**config.mk**
```make
export PLATFORM = sky130hd
export DESIGN_NAME = gamepad_input_conditioner
export DESIGN_NICKNAME = d
export VERILOG_FILES = /design/src/rtl/gic_pkg.sv /design/src/rtl/gic_ctrl.sv /design/src/rtl/gic_dp.sv /design/src/rtl/gamepad_input_conditioner.sv
export SDC_FILE = /design/constraint.sdc
export NUM_CORES = 2
export LEC_CHECK = 0
export ABC_AREA = 1
export BUFFER_PORTS_ARGS = -buffer_cell sky130_fd_sc_hd__clkbuf_2
export CAP_MARGIN = 20
export CORE_MARGIN = 5
export CORE_UTILIZATION = 45
export CTS_CLUSTER_DIAMETER = 40
export DETAILED_ROUTE_END_ITERATION = 6
export PLACE_DENSITY = 0.6
export SKIP_LAST_GASP = 1
export SLEW_MARGIN = 20
export SYNTH_ARGS = -nofsm -noshare
export SYNTH_HDL_FRONTEND = slang
export SYNTH_HIERARCHICAL = 1
export SYNTH_SLANG_ARGS = --single-unit
```
**constraint.sdc**
```tcl
create_clock -name clock -period 8.16 [get_ports clock]
set_input_delay 0.816 -clock clock [delete_from_list [all_inputs] [get_ports clock]]
set_output_delay 0.816 -clock clock [all_outputs]
set_load 0.005 [all_outputs]
```
**src/rtl/gic_pkg.sv**
```systemverilog
// Shared types and constants for the gamepad input conditioner.
// Command/status structs between controller and datapath, button masks.
// No dependencies.
`default_nettype none

package gic_pkg;

   // axis and trigger widths
   localparam int AXIS_W   = 16;
   localparam int TRIG_W   = 8;
   localparam int BTN_W    = 14;
   localparam int DZ_W     = 15;
   localparam int CSR_IDX_W = 2;
   localparam int CSR_DAT_W = 15;

   // iterations for root and quotient
   localparam int STEP_CNT = 16;
   localparam int STEP_W   = 4;

   // register indexes
   localparam logic [CSR_IDX_W-1:0] CSR_LEFT_DZ  = 2'd0;
   localparam logic [CSR_IDX_W-1:0] CSR_RIGHT_DZ = 2'd1;
   localparam logic [CSR_IDX_W-1:0] CSR_TRIG_TH  = 2'd2;

   // reset values
   localparam logic [DZ_W-1:0]   LEFT_DZ_RST  = 15'd7849;
   localparam logic [DZ_W-1:0]   RIGHT_DZ_RST = 15'd8689;
   localparam logic [TRIG_W-1:0] TRIG_TH_RST  = 8'd30;
   localparam logic [DZ_W-1:0]   FULL_SCALE   = 15'h7fff;

   // datapath operations
   localparam logic [3:0] OP_NONE   = 4'd0;
   localparam logic [3:0] OP_LOAD   = 4'd1;
   localparam logic [3:0] OP_SQ     = 4'd2;
   localparam logic [3:0] OP_SUM    = 4'd3;
   localparam logic [3:0] OP_ROOT   = 4'd4;
   localparam logic [3:0] OP_ZERO   = 4'd5;
   localparam logic [3:0] OP_DEN    = 4'd6;
   localparam logic [3:0] OP_NUM    = 4'd7;
   localparam logic [3:0] OP_DIVI   = 4'd8;
   localparam logic [3:0] OP_DIV    = 4'd9;
   localparam logic [3:0] OP_STORE  = 4'd10;
   localparam logic [3:0] OP_COMMIT = 4'd11;

   typedef struct packed {
      logic [3:0] op;
      logic       stick;   // 0 left, 1 right
      logic       axis;    // 0 x, 1 y
   } cmd_type;

   typedef struct packed {
      logic conn;   // latched report is connected
      logic skip;   // stick inside deadzone
   } status_type;

   // button masks, in output bit order
   localparam logic [15:0] BTN_MASK [16] = '{
      16'h0001, 16'h0002, 16'h0004, 16'h0008,
      16'h8000, 16'h1000, 16'h4000, 16'h2000,
      16'h0100, 16'h0200, 16'h0040, 16'h0080,
      16'h0010, 16'h0020, 16'h0400, 16'h0800
   };

endpackage

`default_nettype wire

```
**src/rtl/gic_ctrl.sv**
```systemverilog
// Sequencer for the gamepad input conditioner.
// Steps the datapath through root, rescale and commit. Uses gic_pkg.
`default_nettype none

module gic_ctrl (
   input  wire                 clock,
   input  wire                 reset,
   input  wire                 req_tvalid,
   output logic                req_tready,
   output logic                rsp_tvalid,
   input  wire                 rsp_tready,
   output gic_pkg::cmd_type    cmd,
   input  gic_pkg::status_type status
);

   localparam logic [3:0] S_IDLE  = 4'd0;
   localparam logic [3:0] S_DISP  = 4'd1;
   localparam logic [3:0] S_SQ    = 4'd2;
   localparam logic [3:0] S_SUM   = 4'd3;
   localparam logic [3:0] S_ROOT  = 4'd4;
   localparam logic [3:0] S_CHK   = 4'd5;
   localparam logic [3:0] S_ZERO  = 4'd6;
   localparam logic [3:0] S_DEN   = 4'd7;
   localparam logic [3:0] S_NUM   = 4'd8;
   localparam logic [3:0] S_DIVI  = 4'd9;
   localparam logic [3:0] S_DIV   = 4'd10;
   localparam logic [3:0] S_STORE = 4'd11;
   localparam logic [3:0] S_FIN   = 4'd12;

   localparam logic [gic_pkg::STEP_W-1:0] LAST_STEP = gic_pkg::STEP_W'(gic_pkg::STEP_CNT - 1);

   logic [3:0]                  state_ff, state_in;
   logic [gic_pkg::STEP_W-1:0]  cnt_ff, cnt_in;
   logic                        stick_ff, stick_in;
   logic                        axis_ff, axis_in;
   logic                        valid_ff, valid_in;

   assign rsp_tvalid = valid_ff;

   // next state and command
   always_comb begin
      state_in   = state_ff;
      cnt_in     = cnt_ff;
      stick_in   = stick_ff;
      axis_in    = axis_ff;
      valid_in   = valid_ff & ~rsp_tready;
      req_tready = 1'b0;
      cmd.op     = gic_pkg::OP_NONE;
      cmd.stick  = stick_ff;
      cmd.axis   = axis_ff;
      case (state_ff)
         S_IDLE: begin
            req_tready = 1'b1;
            if (req_tvalid) begin
               cmd.op   = gic_pkg::OP_LOAD;
               stick_in = 1'b0;
               state_in = S_DISP;
            end
         end
         S_DISP: begin
            state_in = status.conn ? S_SQ : S_FIN;
         end
         S_SQ: begin
            cmd.op   = gic_pkg::OP_SQ;
            state_in = S_SUM;
         end
         S_SUM: begin
            cmd.op   = gic_pkg::OP_SUM;
            cnt_in   = '0;
            state_in = S_ROOT;
         end
         S_ROOT: begin
            cmd.op = gic_pkg::OP_ROOT;
            cnt_in = cnt_ff + 1'b1;
            if (cnt_ff == LAST_STEP) state_in = S_CHK;
         end
         S_CHK: begin
            state_in = status.skip ? S_ZERO : S_DEN;
         end
         S_ZERO: begin
            cmd.op   = gic_pkg::OP_ZERO;
            stick_in = 1'b1;
            state_in = stick_ff ? S_FIN : S_SQ;
         end
         S_DEN: begin
            cmd.op   = gic_pkg::OP_DEN;
            axis_in  = 1'b0;
            state_in = S_NUM;
         end
         S_NUM: begin
            cmd.op   = gic_pkg::OP_NUM;
            state_in = S_DIVI;
         end
         S_DIVI: begin
            cmd.op   = gic_pkg::OP_DIVI;
            cnt_in   = '0;
            state_in = S_DIV;
         end
         S_DIV: begin
            cmd.op = gic_pkg::OP_DIV;
            cnt_in = cnt_ff + 1'b1;
            if (cnt_ff == LAST_STEP) state_in = S_STORE;
         end
         S_STORE: begin
            cmd.op  = gic_pkg::OP_STORE;
            axis_in = 1'b1;
            if (!axis_ff) begin
               state_in = S_NUM;
            end else begin
               stick_in = 1'b1;
               state_in = stick_ff ? S_FIN : S_SQ;
            end
         end
         S_FIN: begin
            // wait for the output register to free up
            if (!valid_ff || rsp_tready) begin
               cmd.op   = gic_pkg::OP_COMMIT;
               valid_in = 1'b1;
               state_in = S_IDLE;
            end
         end
         default: begin
            state_in = S_IDLE;
         end
      endcase
   end

   always_ff @(posedge clock) begin
      if (reset) begin
         state_ff <= S_IDLE;
         cnt_ff   <= '0;
         stick_ff <= 1'b0;
         axis_ff  <= 1'b0;
         valid_ff <= 1'b0;
      end else begin
         state_ff <= state_in;
         cnt_ff   <= cnt_in;
         stick_ff <= stick_in;
         axis_ff  <= axis_in;
         valid_ff <= valid_in;
      end
   end

endmodule

`default_nettype wire

```
**src/rtl/gic_dp.sv**
```systemverilog
// Datapath for the gamepad input conditioner: config registers, bit-serial
// square root, shared restoring divider, buttons and held state. Uses gic_pkg.
`default_nettype none

module gic_dp #(
   parameter int BUTTON_COUNT = 14
) (
   input  wire                                 clock,
   input  wire                                 reset,
   input  gic_pkg::cmd_type                    cmd,
   output gic_pkg::status_type                 status,
   // input item
   input  wire                                 in_conn,
   input  wire  [4*gic_pkg::AXIS_W-1:0]        in_axes,
   input  wire  [gic_pkg::TRIG_W-1:0]          in_lt,
   input  wire  [gic_pkg::TRIG_W-1:0]          in_rt,
   input  wire  [15:0]                         in_btn,
   // config writes
   input  wire                                 csr_we,
   input  wire  [gic_pkg::CSR_IDX_W-1:0]       csr_index,
   input  wire  [gic_pkg::CSR_DAT_W-1:0]       csr_data,
   // held result
   output logic                                out_conn,
   output logic [4*gic_pkg::AXIS_W-1:0]        out_axes,
   output logic [gic_pkg::TRIG_W-1:0]          out_lt,
   output logic [gic_pkg::TRIG_W-1:0]          out_rt,
   output logic [gic_pkg::BTN_W-1:0]           out_pressed,
   output logic [gic_pkg::BTN_W-1:0]           out_changed
);

   localparam int AW = gic_pkg::AXIS_W;

   // config registers
   logic [gic_pkg::DZ_W-1:0]   ldz_ff, rdz_ff;
   logic [gic_pkg::TRIG_W-1:0] th_ff;

   // latched item
   logic                   conn_ff;
   logic [AW-1:0]          raw_ff [4];
   logic [gic_pkg::TRIG_W-1:0] lt_ff, rt_ff;
   logic [15:0]            btn_ff;

   // working registers
   logic [31:0]  sqx_ff, sqy_ff;
   logic [31:0]  v_ff, root_ff, bit_ff;
   logic [30:0]  den_ff, prod_ff, rem_ff;
   logic [15:0]  numlo_ff, q_ff;
   logic [AW-1:0] res_ff [4];

   // held state
   logic                       hconn_ff;
   logic [AW-1:0]              hax_ff [4];
   logic [gic_pkg::TRIG_W-1:0] hlt_ff, hrt_ff;
   logic [gic_pkg::BTN_W-1:0]  prev_ff, chg_ff;

   // operand selection
   logic [AW-1:0]           rx, ry, ra, ax, ay, aa;
   logic [gic_pkg::DZ_W-1:0] dz, dz_range, clipped, diff;
   logic [15:0]             m;
   logic [31:0]             trial;
   logic [31:0]             dtrial;
   logic [14:0]             qsat;
   logic [AW-1:0]           qsigned;
   logic [gic_pkg::BTN_W-1:0] pressed;

   function automatic logic [15:0] mag16(input logic [15:0] r);
      return r[15] ? (~r + 16'd1) : r;
   endfunction

   assign rx       = raw_ff[{cmd.stick, 1'b0}];
   assign ry       = raw_ff[{cmd.stick, 1'b1}];
   assign ra       = raw_ff[{cmd.stick, cmd.axis}];
   assign ax       = mag16(rx);
   assign ay       = mag16(ry);
   assign aa       = mag16(ra);
   assign dz       = cmd.stick ? rdz_ff : ldz_ff;
   assign dz_range = gic_pkg::FULL_SCALE - dz;
   assign m        = root_ff[15:0];
   assign clipped  = m[15] ? gic_pkg::FULL_SCALE : m[14:0];
   assign diff     = clipped - dz;
   assign trial    = root_ff + bit_ff;
   assign dtrial   = {rem_ff, numlo_ff[15]};
   assign qsat     = q_ff[15] ? 15'h7fff : q_ff[14:0];
   assign qsigned  = ra[15] ? (~{1'b0, qsat} + 16'd1) : {1'b0, qsat};

   assign status.conn = conn_ff;
   assign status.skip = (dz == gic_pkg::FULL_SCALE) || (m <= {1'b0, dz});

   // button decode; bits past BUTTON_COUNT stay clear
   always_comb begin
      for (int i = 0; i < gic_pkg::BTN_W; i++) begin
         pressed[i] = (i < BUTTON_COUNT) &&
                      ((btn_ff & gic_pkg::BTN_MASK[i]) == gic_pkg::BTN_MASK[i]);
      end
   end

   // config registers
   always_ff @(posedge clock) begin
      if (reset) begin
         ldz_ff <= gic_pkg::LEFT_DZ_RST;
         rdz_ff <= gic_pkg::RIGHT_DZ_RST;
         th_ff  <= gic_pkg::TRIG_TH_RST;
      end else if (csr_we) begin
         case (csr_index)
            gic_pkg::CSR_LEFT_DZ:  ldz_ff <= csr_data;
            gic_pkg::CSR_RIGHT_DZ: rdz_ff <= csr_data;
            gic_pkg::CSR_TRIG_TH:  th_ff  <= csr_data[gic_pkg::TRIG_W-1:0];
            default: ;
         endcase
      end
   end

   // arithmetic steps
   always_ff @(posedge clock) begin
      case (cmd.op)
         gic_pkg::OP_LOAD: begin
            conn_ff <= in_conn;
            for (int i = 0; i < 4; i++) raw_ff[i] <= in_axes[i*AW +: AW];
            lt_ff  <= in_lt;
            rt_ff  <= in_rt;
            btn_ff <= in_btn;
         end
         gic_pkg::OP_SQ: begin
            sqx_ff <= 32'(ax) * 32'(ax);
            sqy_ff <= 32'(ay) * 32'(ay);
         end
         gic_pkg::OP_SUM: begin
            v_ff    <= sqx_ff + sqy_ff;
            root_ff <= '0;
            bit_ff  <= 32'h4000_0000;
         end
         gic_pkg::OP_ROOT: begin
            // one result bit per step
            if (v_ff >= trial) begin
               v_ff    <= v_ff - trial;
               root_ff <= (root_ff >> 1) + bit_ff;
            end else begin
               root_ff <= root_ff >> 1;
            end
            bit_ff <= bit_ff >> 2;
         end
         gic_pkg::OP_ZERO: begin
            res_ff[{cmd.stick, 1'b0}] <= '0;
            res_ff[{cmd.stick, 1'b1}] <= '0;
         end
         gic_pkg::OP_DEN: begin
            den_ff <= 31'(m) * 31'(dz_range);
         end
         gic_pkg::OP_NUM: begin
            prod_ff <= 31'(aa) * 31'(diff);
         end
         gic_pkg::OP_DIVI: begin
            // numerator is prod * 2^15; top 30 bits start the remainder
            rem_ff   <= {1'b0, prod_ff[30:1]};
            numlo_ff <= {prod_ff[0], 15'd0};
            q_ff     <= '0;
         end
         gic_pkg::OP_DIV: begin
            if (dtrial >= {1'b0, den_ff}) begin
               rem_ff <= 31'(dtrial - {1'b0, den_ff});
               q_ff   <= {q_ff[14:0], 1'b1};
            end else begin
               rem_ff <= dtrial[30:0];
               q_ff   <= {q_ff[14:0], 1'b0};
            end
            numlo_ff <= {numlo_ff[14:0], 1'b0};
         end
         gic_pkg::OP_STORE: begin
            res_ff[{cmd.stick, cmd.axis}] <= qsigned;
         end
         default: ;
      endcase
   end

   // held state, which is also the output register
   always_ff @(posedge clock) begin
      if (reset) begin
         hconn_ff <= 1'b0;
         for (int i = 0; i < 4; i++) hax_ff[i] <= '0;
         hlt_ff  <= '0;
         hrt_ff  <= '0;
         prev_ff <= '0;
         chg_ff  <= '0;
      end else if (cmd.op == gic_pkg::OP_COMMIT) begin
         hconn_ff <= conn_ff;
         if (conn_ff) begin
            for (int i = 0; i < 4; i++) hax_ff[i] <= res_ff[i];
            hlt_ff  <= (lt_ff < th_ff) ? '0 : lt_ff;
            hrt_ff  <= (rt_ff < th_ff) ? '0 : rt_ff;
            prev_ff <= pressed;
            chg_ff  <= pressed ^ prev_ff;
         end
      end
   end

   assign out_conn    = hconn_ff;
   assign out_axes    = {hax_ff[3], hax_ff[2], hax_ff[1], hax_ff[0]};
   assign out_lt      = hlt_ff;
   assign out_rt      = hrt_ff;
   assign out_pressed = prev_ff;
   assign out_changed = chg_ff;

endmodule

`default_nettype wire

```
**src/rtl/gamepad_input_conditioner.sv**
```systemverilog
// Top level of the gamepad input conditioner.
// Instantiates gic_ctrl and gic_dp; uses gic_pkg.
//
//   channel | ports  | direction | content
//   request | req_*  | in        | one gamepad report
//   result  | rsp_*  | out       | one conditioned report
//   config  | csr_*  | in        | register writes, always ready
//
// For a connected report each stick runs a bit-serial square root, then
// two 16-step quotients from the shared divider unless the stick is in
// its deadzone. A disconnected report goes straight to the commit. One
// report is in work at a time; a finished result waits in the output
// register while the next is taken.
// Synchronous reset restores the registers and clears the held state.
`default_nettype none

module gamepad_input_conditioner #(
   parameter int BUTTON_COUNT = 14
) (
   input  wire          clock,
   input  wire          reset,
   input  wire          req_tvalid,
   output logic         req_tready,
   input  wire  [95:0]  req_tdata,  // left_raw_x, left_raw_y, right_raw_x, right_raw_y,
                                    // left_trigger_raw, right_trigger_raw, button_word
   input  wire  [0:0]   req_tuser,  // connected
   output logic         rsp_tvalid,
   input  wire          rsp_tready,
   output logic [111:0] rsp_tdata,  // left_x, left_y, right_x, right_y, left_trigger,
                                    // right_trigger, pressed_buttons, changed_buttons, 0 pad
   output logic [0:0]   rsp_tuser,  // is_connected
   input  wire          csr_valid,
   output logic         csr_ready,
   input  wire  [1:0]   csr_index,
   input  wire  [14:0]  csr_data
);

   gic_pkg::cmd_type    cmd;
   gic_pkg::status_type status;

   logic [63:0] out_axes;
   logic [7:0]  out_lt, out_rt;
   logic [13:0] out_pressed, out_changed;
   logic        out_conn;

   assign csr_ready = 1'b1;

   gic_ctrl u_ctrl (
      .clock      (clock),
      .reset      (reset),
      .req_tvalid (req_tvalid),
      .req_tready (req_tready),
      .rsp_tvalid (rsp_tvalid),
      .rsp_tready (rsp_tready),
      .cmd        (cmd),
      .status     (status)
   );

   gic_dp #(
      .BUTTON_COUNT (BUTTON_COUNT)
   ) u_dp (
      .clock       (clock),
      .reset       (reset),
      .cmd         (cmd),
      .status      (status),
      .in_conn     (req_tuser[0]),
      .in_axes     (req_tdata[63:0]),
      .in_lt       (req_tdata[71:64]),
      .in_rt       (req_tdata[79:72]),
      .in_btn      (req_tdata[95:80]),
      .csr_we      (csr_valid & csr_ready),
      .csr_index   (csr_index),
      .csr_data    (csr_data),
      .out_conn    (out_conn),
      .out_axes    (out_axes),
      .out_lt      (out_lt),
      .out_rt      (out_rt),
      .out_pressed (out_pressed),
      .out_changed (out_changed)
   );

   assign rsp_tdata = {4'd0, out_changed, out_pressed, out_rt, out_lt, out_axes};
   assign rsp_tuser = out_conn;

endmodule

`default_nettype wire

```
Yosys cells after proc, flatten, opt, wreduce, memory -nomap -nowiden
Memory sizes are Yosys's and may differ from the RTL's. A register that Yosys moved wholly into a read port is not among the register bits.
Cells that the tools add are included.

word-level totals
  output and inout port bits = 116
  word-level logic and storage cells = 177
  input port bits = 119
  register bits after elaboration = 412
  memory bits (writable) = 192
  memories = 3

memories
  name         depth  bits a word  read ports  clocked after Yosys merged registers in  wr ports  line          RTL
  u_dp.hax_ff  4      16           4           0                                        4         gic_dp.sv:52  logic [AW-1:0] hax_ff [4];
  u_dp.raw_ff  4      16           3           2                                        4         gic_dp.sv:39  logic [AW-1:0] raw_ff [4];
  u_dp.res_ff  4      16           4           0                                        2         gic_dp.sv:48  logic [AW-1:0] res_ff [4];

cells by class
  $mul = 4
  bitwise gates (word level) = 11
  add/subtract/negate cells = 12
  order comparisons = 5
  reduce and logical (&&, ||, !) cells = 20
  equal/unequal tests = 33
  mux-type cells = 62

operators with widths
  kind                                            count
  case mux 32 bit (2 select lines)                3
  2-to-1 mux 16 bit                               9
  adder 16 x 1 -> 16 bit (second input constant)  4
  adder 32 bit                                    2
  multiplier 16 x 16 -> 32 bit                    2
  2-to-1 mux 32 bit                               2
  case mux 16 bit (2 select lines)                2
  multiplier 16 x 15 -> 31 bit                    2
  case mux 31 bit (2 select lines)                1
  case mux 4 bit (13 select lines)                1
  inverter 16 bit                                 3
  2-to-1 mux 15 bit                               3
  case mux 4 bit (11 select lines)                1
  == test 4 bit (second input constant)           10
  adder 31 x 32 -> 32 bit                         1
  == test 4 x 3 -> 1 bit (second input constant)  8
  greater-or-equal comparator 32 x 31 -> 1 bit    1
  greater-or-equal comparator 32 bit              1
  2-to-1 mux 4 bit                                8
  subtractor 32 bit                               1
  2-to-1 mux 31 bit                               1
  subtractor 31 bit                               1
  2-to-1 mux 1 bit                                21
  == test 4 x 2 -> 1 bit (second input constant)  4
  other kinds (32)                                55

Logic depth before layout (Yosys ltp)
  word-level depth = 9
  gate-level depth with buffers = 44
  depth with buffers taken out = 39

Hierarchy
Netlist, hierarchy kept.

by module, submodules not included
  module                     cells each  times used  sequential area each (µm²)  area each (µm²)
  gic_dp                     8141        1           15925.3                     64225.3
  gic_ctrl                   122         1           220.2                       750.7
  gamepad_input_conditioner  7           1           0.0                         45.0

Least setup slack after synthesis
OpenSTA, ideal clock, no wires.

  kind = register to register
  start = register u_ctrl.stick_ff
  end = register u_dp.prod_ff[27], data pin
  arrival = 7.550 ns
  clock period less this slack = 7.809 ns
  library setup time = 0.259 ns
  required time = 7.901 ns
  path buffers = 7
  slack = 0.351 ns
  stages on the path, launching flop included = 40
  cells stage by stage = dfxtp_1 -> buf_4 -> buf_6 -> buf_6 -> buf_6 -> nand2_1 -> and2_1 -> clkbuf_1 -> inv_1 -> buf_2 -> ha_1 -> inv_1 -> fa_1 -> nand3_1 -> nand2_1 -> a21boi_0 -> o21ai_0 -> or2_2 -> (+4 left out) -> fa_1 -> fa_1 -> inv_1 -> fa_1 -> fa_1 -> inv_1 -> fa_1 -> inv_1 -> ha_1 -> nand2_1 -> inv_1 -> a21oi_1 -> o21ai_0 -> inv_1 -> nand2_1 -> nand3_1 -> nand2_1 -> xor2_1

on the way
  longest elaborated chain between the ends = 5
  elaborated cells between the ends (all ways) = 7
  those cells by class = add/sub: 2; mul: 1; mux: 2; bitwise: 1; memory: 1

ends and longest elaborated chain
  element                           line             RTL
  start: declaration                gic_ctrl.sv:34   logic stick_ff, stick_in;
  start signal: assignment          gic_ctrl.sv:138  stick_ff <= stick_in;
  memory (4 x 16 bit)               n/a
  inverter 16 bit                   gic_dp.sv:67     return r[15] ? (~r + 16'd1) : r;
  adder 16 x 1 -> 16 bit            gic_dp.sv:67
  2-to-1 mux 16 bit                 gic_dp.sv:67
  multiplier 16 x 15 -> 31 bit (*)  gic_dp.sv:150    prod_ff <= 31'(aa) * 31'(diff);
  end signal: assignment            gic_dp.sv:150
  end: declaration                  gic_dp.sv:46     logic [30:0] den_ff, prod_ff, rem_ff;

Mark *: on every way between the ends. The rest lies on a longest branch, timed or not.
A chain may end at the register's enable or synchronous reset.

Final worst setup path
  start = register u_ctrl.stick_ff
  end = register u_dp.prod_ff[28], data pin

Same word-level chain as after synthesis.

==> impl_metrics.sql <==
INSERT INTO impl_metrics (metric_group, metric, value, unit) VALUES
('clocking', 'htreeDepth', '3', ''),
('global_route', 'globalRouteTotalUtil', '24.2', '%'),
('yosys', 'synth_top_area_share', '21.9', '%'),
('place', 'io_buffer_count', '227', ''),
('floorplanning', 'initial_core_util', '45.3', '%'),
('place', 'finalWeightedCongestion', '0.965', ''),
('setup_path', 'critical_path_peak_fanout', '10', ''),
('setup_path', 'setup.worst_path.start_class', 'register', ''),
('final_layout', 'post_route_cells_drive_above_1_share', '8.25', '%'),
('yosys', 'synth.top_cells.by_count', 'nand2_1, inv_1, nor2_1', ''),
('setup_path', 'startpoint', 'u_ctrl/stick_ff$_SDFFE_PP0P_', ''),
('global_route', 'grt_first_pass_wirelength', '294000', 'µm'),
('clocking', 'cts.reportedPaths.clkPinSlew', '0.06', 'ns'),
('yosys', 'netlist_instances', '8270', ''),
('floorplanning', 'die_x', '390', 'µm'),
('sta', 'setup_viol_count_final', '0', ''),
('final_layout', 'final_net_count', '9925', ''),
('detailed_routing', 'route.layer.met1.wl', '78800', 'µm'),
('sta', 'worst-slew-pin-transition', '1.10', 'ns'),
('clocking', 'cts_sinks', '569', ''),
('sta', 'fin_crit_sh', '94.2', '%'),
('sta', 'slew_headroom', '26.5', '%'),
('global_route', 'grt_antenna_before_repair', '5', ''),
('global_route', 'pin_count_of_the_biggest_net_entering_global_routing', '80', ''),
('hold_path', 'worst_hold_startpoint', 'req_tdata[75]', ''),
('yosys', 'ys_seq_area_share', '24.8', '%'),
('clocking', 'cts-hold-fix-buffers', '0', ''),
('setup_path', 'critPathKind', 'register to register', ''),
('final_layout', 'area_growth', '11.1', '%'),
('detailed_routing', 'route.top_layer_used', 'met5', ''),
('sta', 'final_critical_path_required_period', '7.69', 'ns'),
('sta', 'drv_slew', '0', ''),
('floorplanning', 'coreArea', '144000', 'µm²'),
('setup_path', 'delay_contributed_by_the_slowest_stage_of_the_critical_path', '0.56', 'ns'),
('yosys', 'postSynthRegisterBits', '569', ''),
('yosys', 'synth-main-ff-cell', 'edfxtp_1', ''),
('clocking', 'cts_root_buffer', 'clkbuf_16', ''),
('detailed_routing', 'drc', '0', ''),
('floorplanning', 'dieArea', '152000', 'µm²'),
('detailed_routing', 'drt_pre_antenna_iters', '5', ''),
('place', 'place.detailed.hpwl', '152000', 'µm'),
('setup_path', 'cp_slowest_cell', 'fa_1', ''),
('floorplanning', 'die_height', '390', 'µm'),
('clocking', 'clock_latency', '0.72', 'ns'),
('sta', 'worst_clock_skew', '0.0522', 'ns'),
('yosys', 'synthMostInstantiatedCell', 'nand2_1', ''),
('hold_path', 'hold_path_class', 'input port to register', ''),
('setup_path', 'worst_r2r_startpoint', 'u_ctrl/stick_ff$_SDFFE_PP0P_', ''),
('detailed_routing', 'detailroute.wirelength.met2', '87000', 'µm'),
('global_route', 'final_global_route_overflow_total', '0', ''),
('final_layout', 'ff_latch_area', '16200', 'µm²'),
('yosys', 'yosysTopAreaCell', 'edfxtp_1', ''),
('status', 'outcome', 'complete, no violations', ''),
('floorplanning', 'ios', '235', ''),
('yosys', 'synth_edf_count', '475', ''),
('setup_path', 'endpoint_kind', 'register', ''),
('clocking', 'tritoncts', 'yes', ''),
('yosys', 'synth_async_sr_flop_share', '0', '%'),
('floorplanning', 'floorplan.rows', '139', ''),
('detailed_routing', 'routed_wire_length_per_instance', '17.4', 'µm'),
('detailed_routing', 'avgViaCountPerCell', '5.10', ''),
('yosys', 'yosysWarningCount', '6', ''),
('clocking', 'cts_resized', '0', ''),
('sta', 'grt_setup_unrepaired', 'no', ''),
('detailed_routing', 'route.vias.total', '53900', ''),
('global_route', 'via_count_of_the_first_global_routing_pass', '54900', ''),
('setup_path', 'crit_arrival', '8.15', 'ns'),
('detailed_routing', 'wl', '184000', 'µm'),
('detailed_routing', 'drt.antenna.violating_nets', '0', ''),
('yosys', 'post_synth_num_cell_types', '58', ''),
('final_layout', 'fillCellCount', '14100', '');
area by class of cell:
cell class,count,area share (%)
clock inverters,75,1.31
multi-input cells,5874,58.0
well taps,1903,3.30
flip-flops and latches,569,22.4
clock buffers,106,3.45
repair buffers,354,2.95
diodes,4,0.0139
inverters,1666,8.66
per-stage QoR:
stage,setup slack [ns],area [µm²],std cells,hold WS (ns),utilization [%]
floorplan,0.351,65100,8295,0.429,-
global placement,0.307,68800,10400,0.438,47.9
detailed placement,0.256,68800,10400,0.442,47.9
CTS,0.280,72200,10500,0.212,50.3
global route,0.0353,72200,10500,0.228,50.3
finish,0.475,72200,10600,0.273,50.3
final timing paths:
kind | endpoint | slack [ns] | depth (start not counted)
worst max-delay path | u_dp/prod_ff[28]$_DFFE_PN_ | 0.47 | 32
worst min-delay path | u_dp/rt_ff[3]$_DFFE_PN_ | 0.27 | 1
worst max register to register | u_dp/prod_ff[28]$_DFFE_PN_ | 0.47 | 32
worst min register to register | u_dp/out_lt[6]$_SDFFE_PP0P_ | 0.45 | 2
per-layer routing:
layer	vias to the layer above	track usage, %
met4	2	7.93
li1	26300	-
met3	337	4.03
met5	-	0
met2	1566	41.4
met1	25700	31.5
critical path, delay by kind of cell, from the launching register on:
family,cells,cell delay [ns]
adders and majority gates,9,3.96
DFF,1,0.37
AOI/OAI and AO/OA,5,1.06
buffers and inverters,6,0.59
and+or+nand+nor,12,1.46
flip-flops by register name, summed over array words and instances (netlist names), 15 cells and up:
register	flops
u_dp/ldz_ff	15
u_dp/hax_ff	64
u_dp/res_ff	64
u_dp/prod_ff	31
u_dp/rdz_ff	15
u_dp/sqy_ff	31
u_dp/rem_ff	31
u_dp/den_ff	31
u_dp/q_ff	16
u_dp/v_ff	32
u_dp/root_ff	32
u_dp/bit_ff	16
u_dp/raw_ff	64
u_dp/sqx_ff	31
cells in the final DEF, fill, tap and decap left out, types with 123 or more instances in the layout:
master and n:
clkbuf_2 227, fa_1 693, nand2_1 1949, a21oi_1 307
nand3_1 450, nor2_1 996, buf_4 123, edfxtp_1 475
o21ai_0 240, inv_1 1587, ha_1 552
cells by family (layout without fill, tap and decap cells):
| logic type | Yosys count | count (layout) | share of synthesized area (%) |
|---|---|---|---|
| xor gates and xnor gates | 203 | 203 | 2.76 |
| adders and majority gates | 1245 | 1245 | 32.0 |
| buffers and inverters | 1852 | 2201 | 11.0 |
| and+or+nand+nor | 3702 | 3702 | 23.5 |
| AOI/OAI and AO/OA | 695 | 695 | 5.90 |
| DFF | 569 | 569 | 24.8 |
| other | 4 | 33 | 0.0231 |
Power is left out: the tool's default activity adds up to more than one toggle a clock period on the data nets, which glitch-free logic cannot reach.
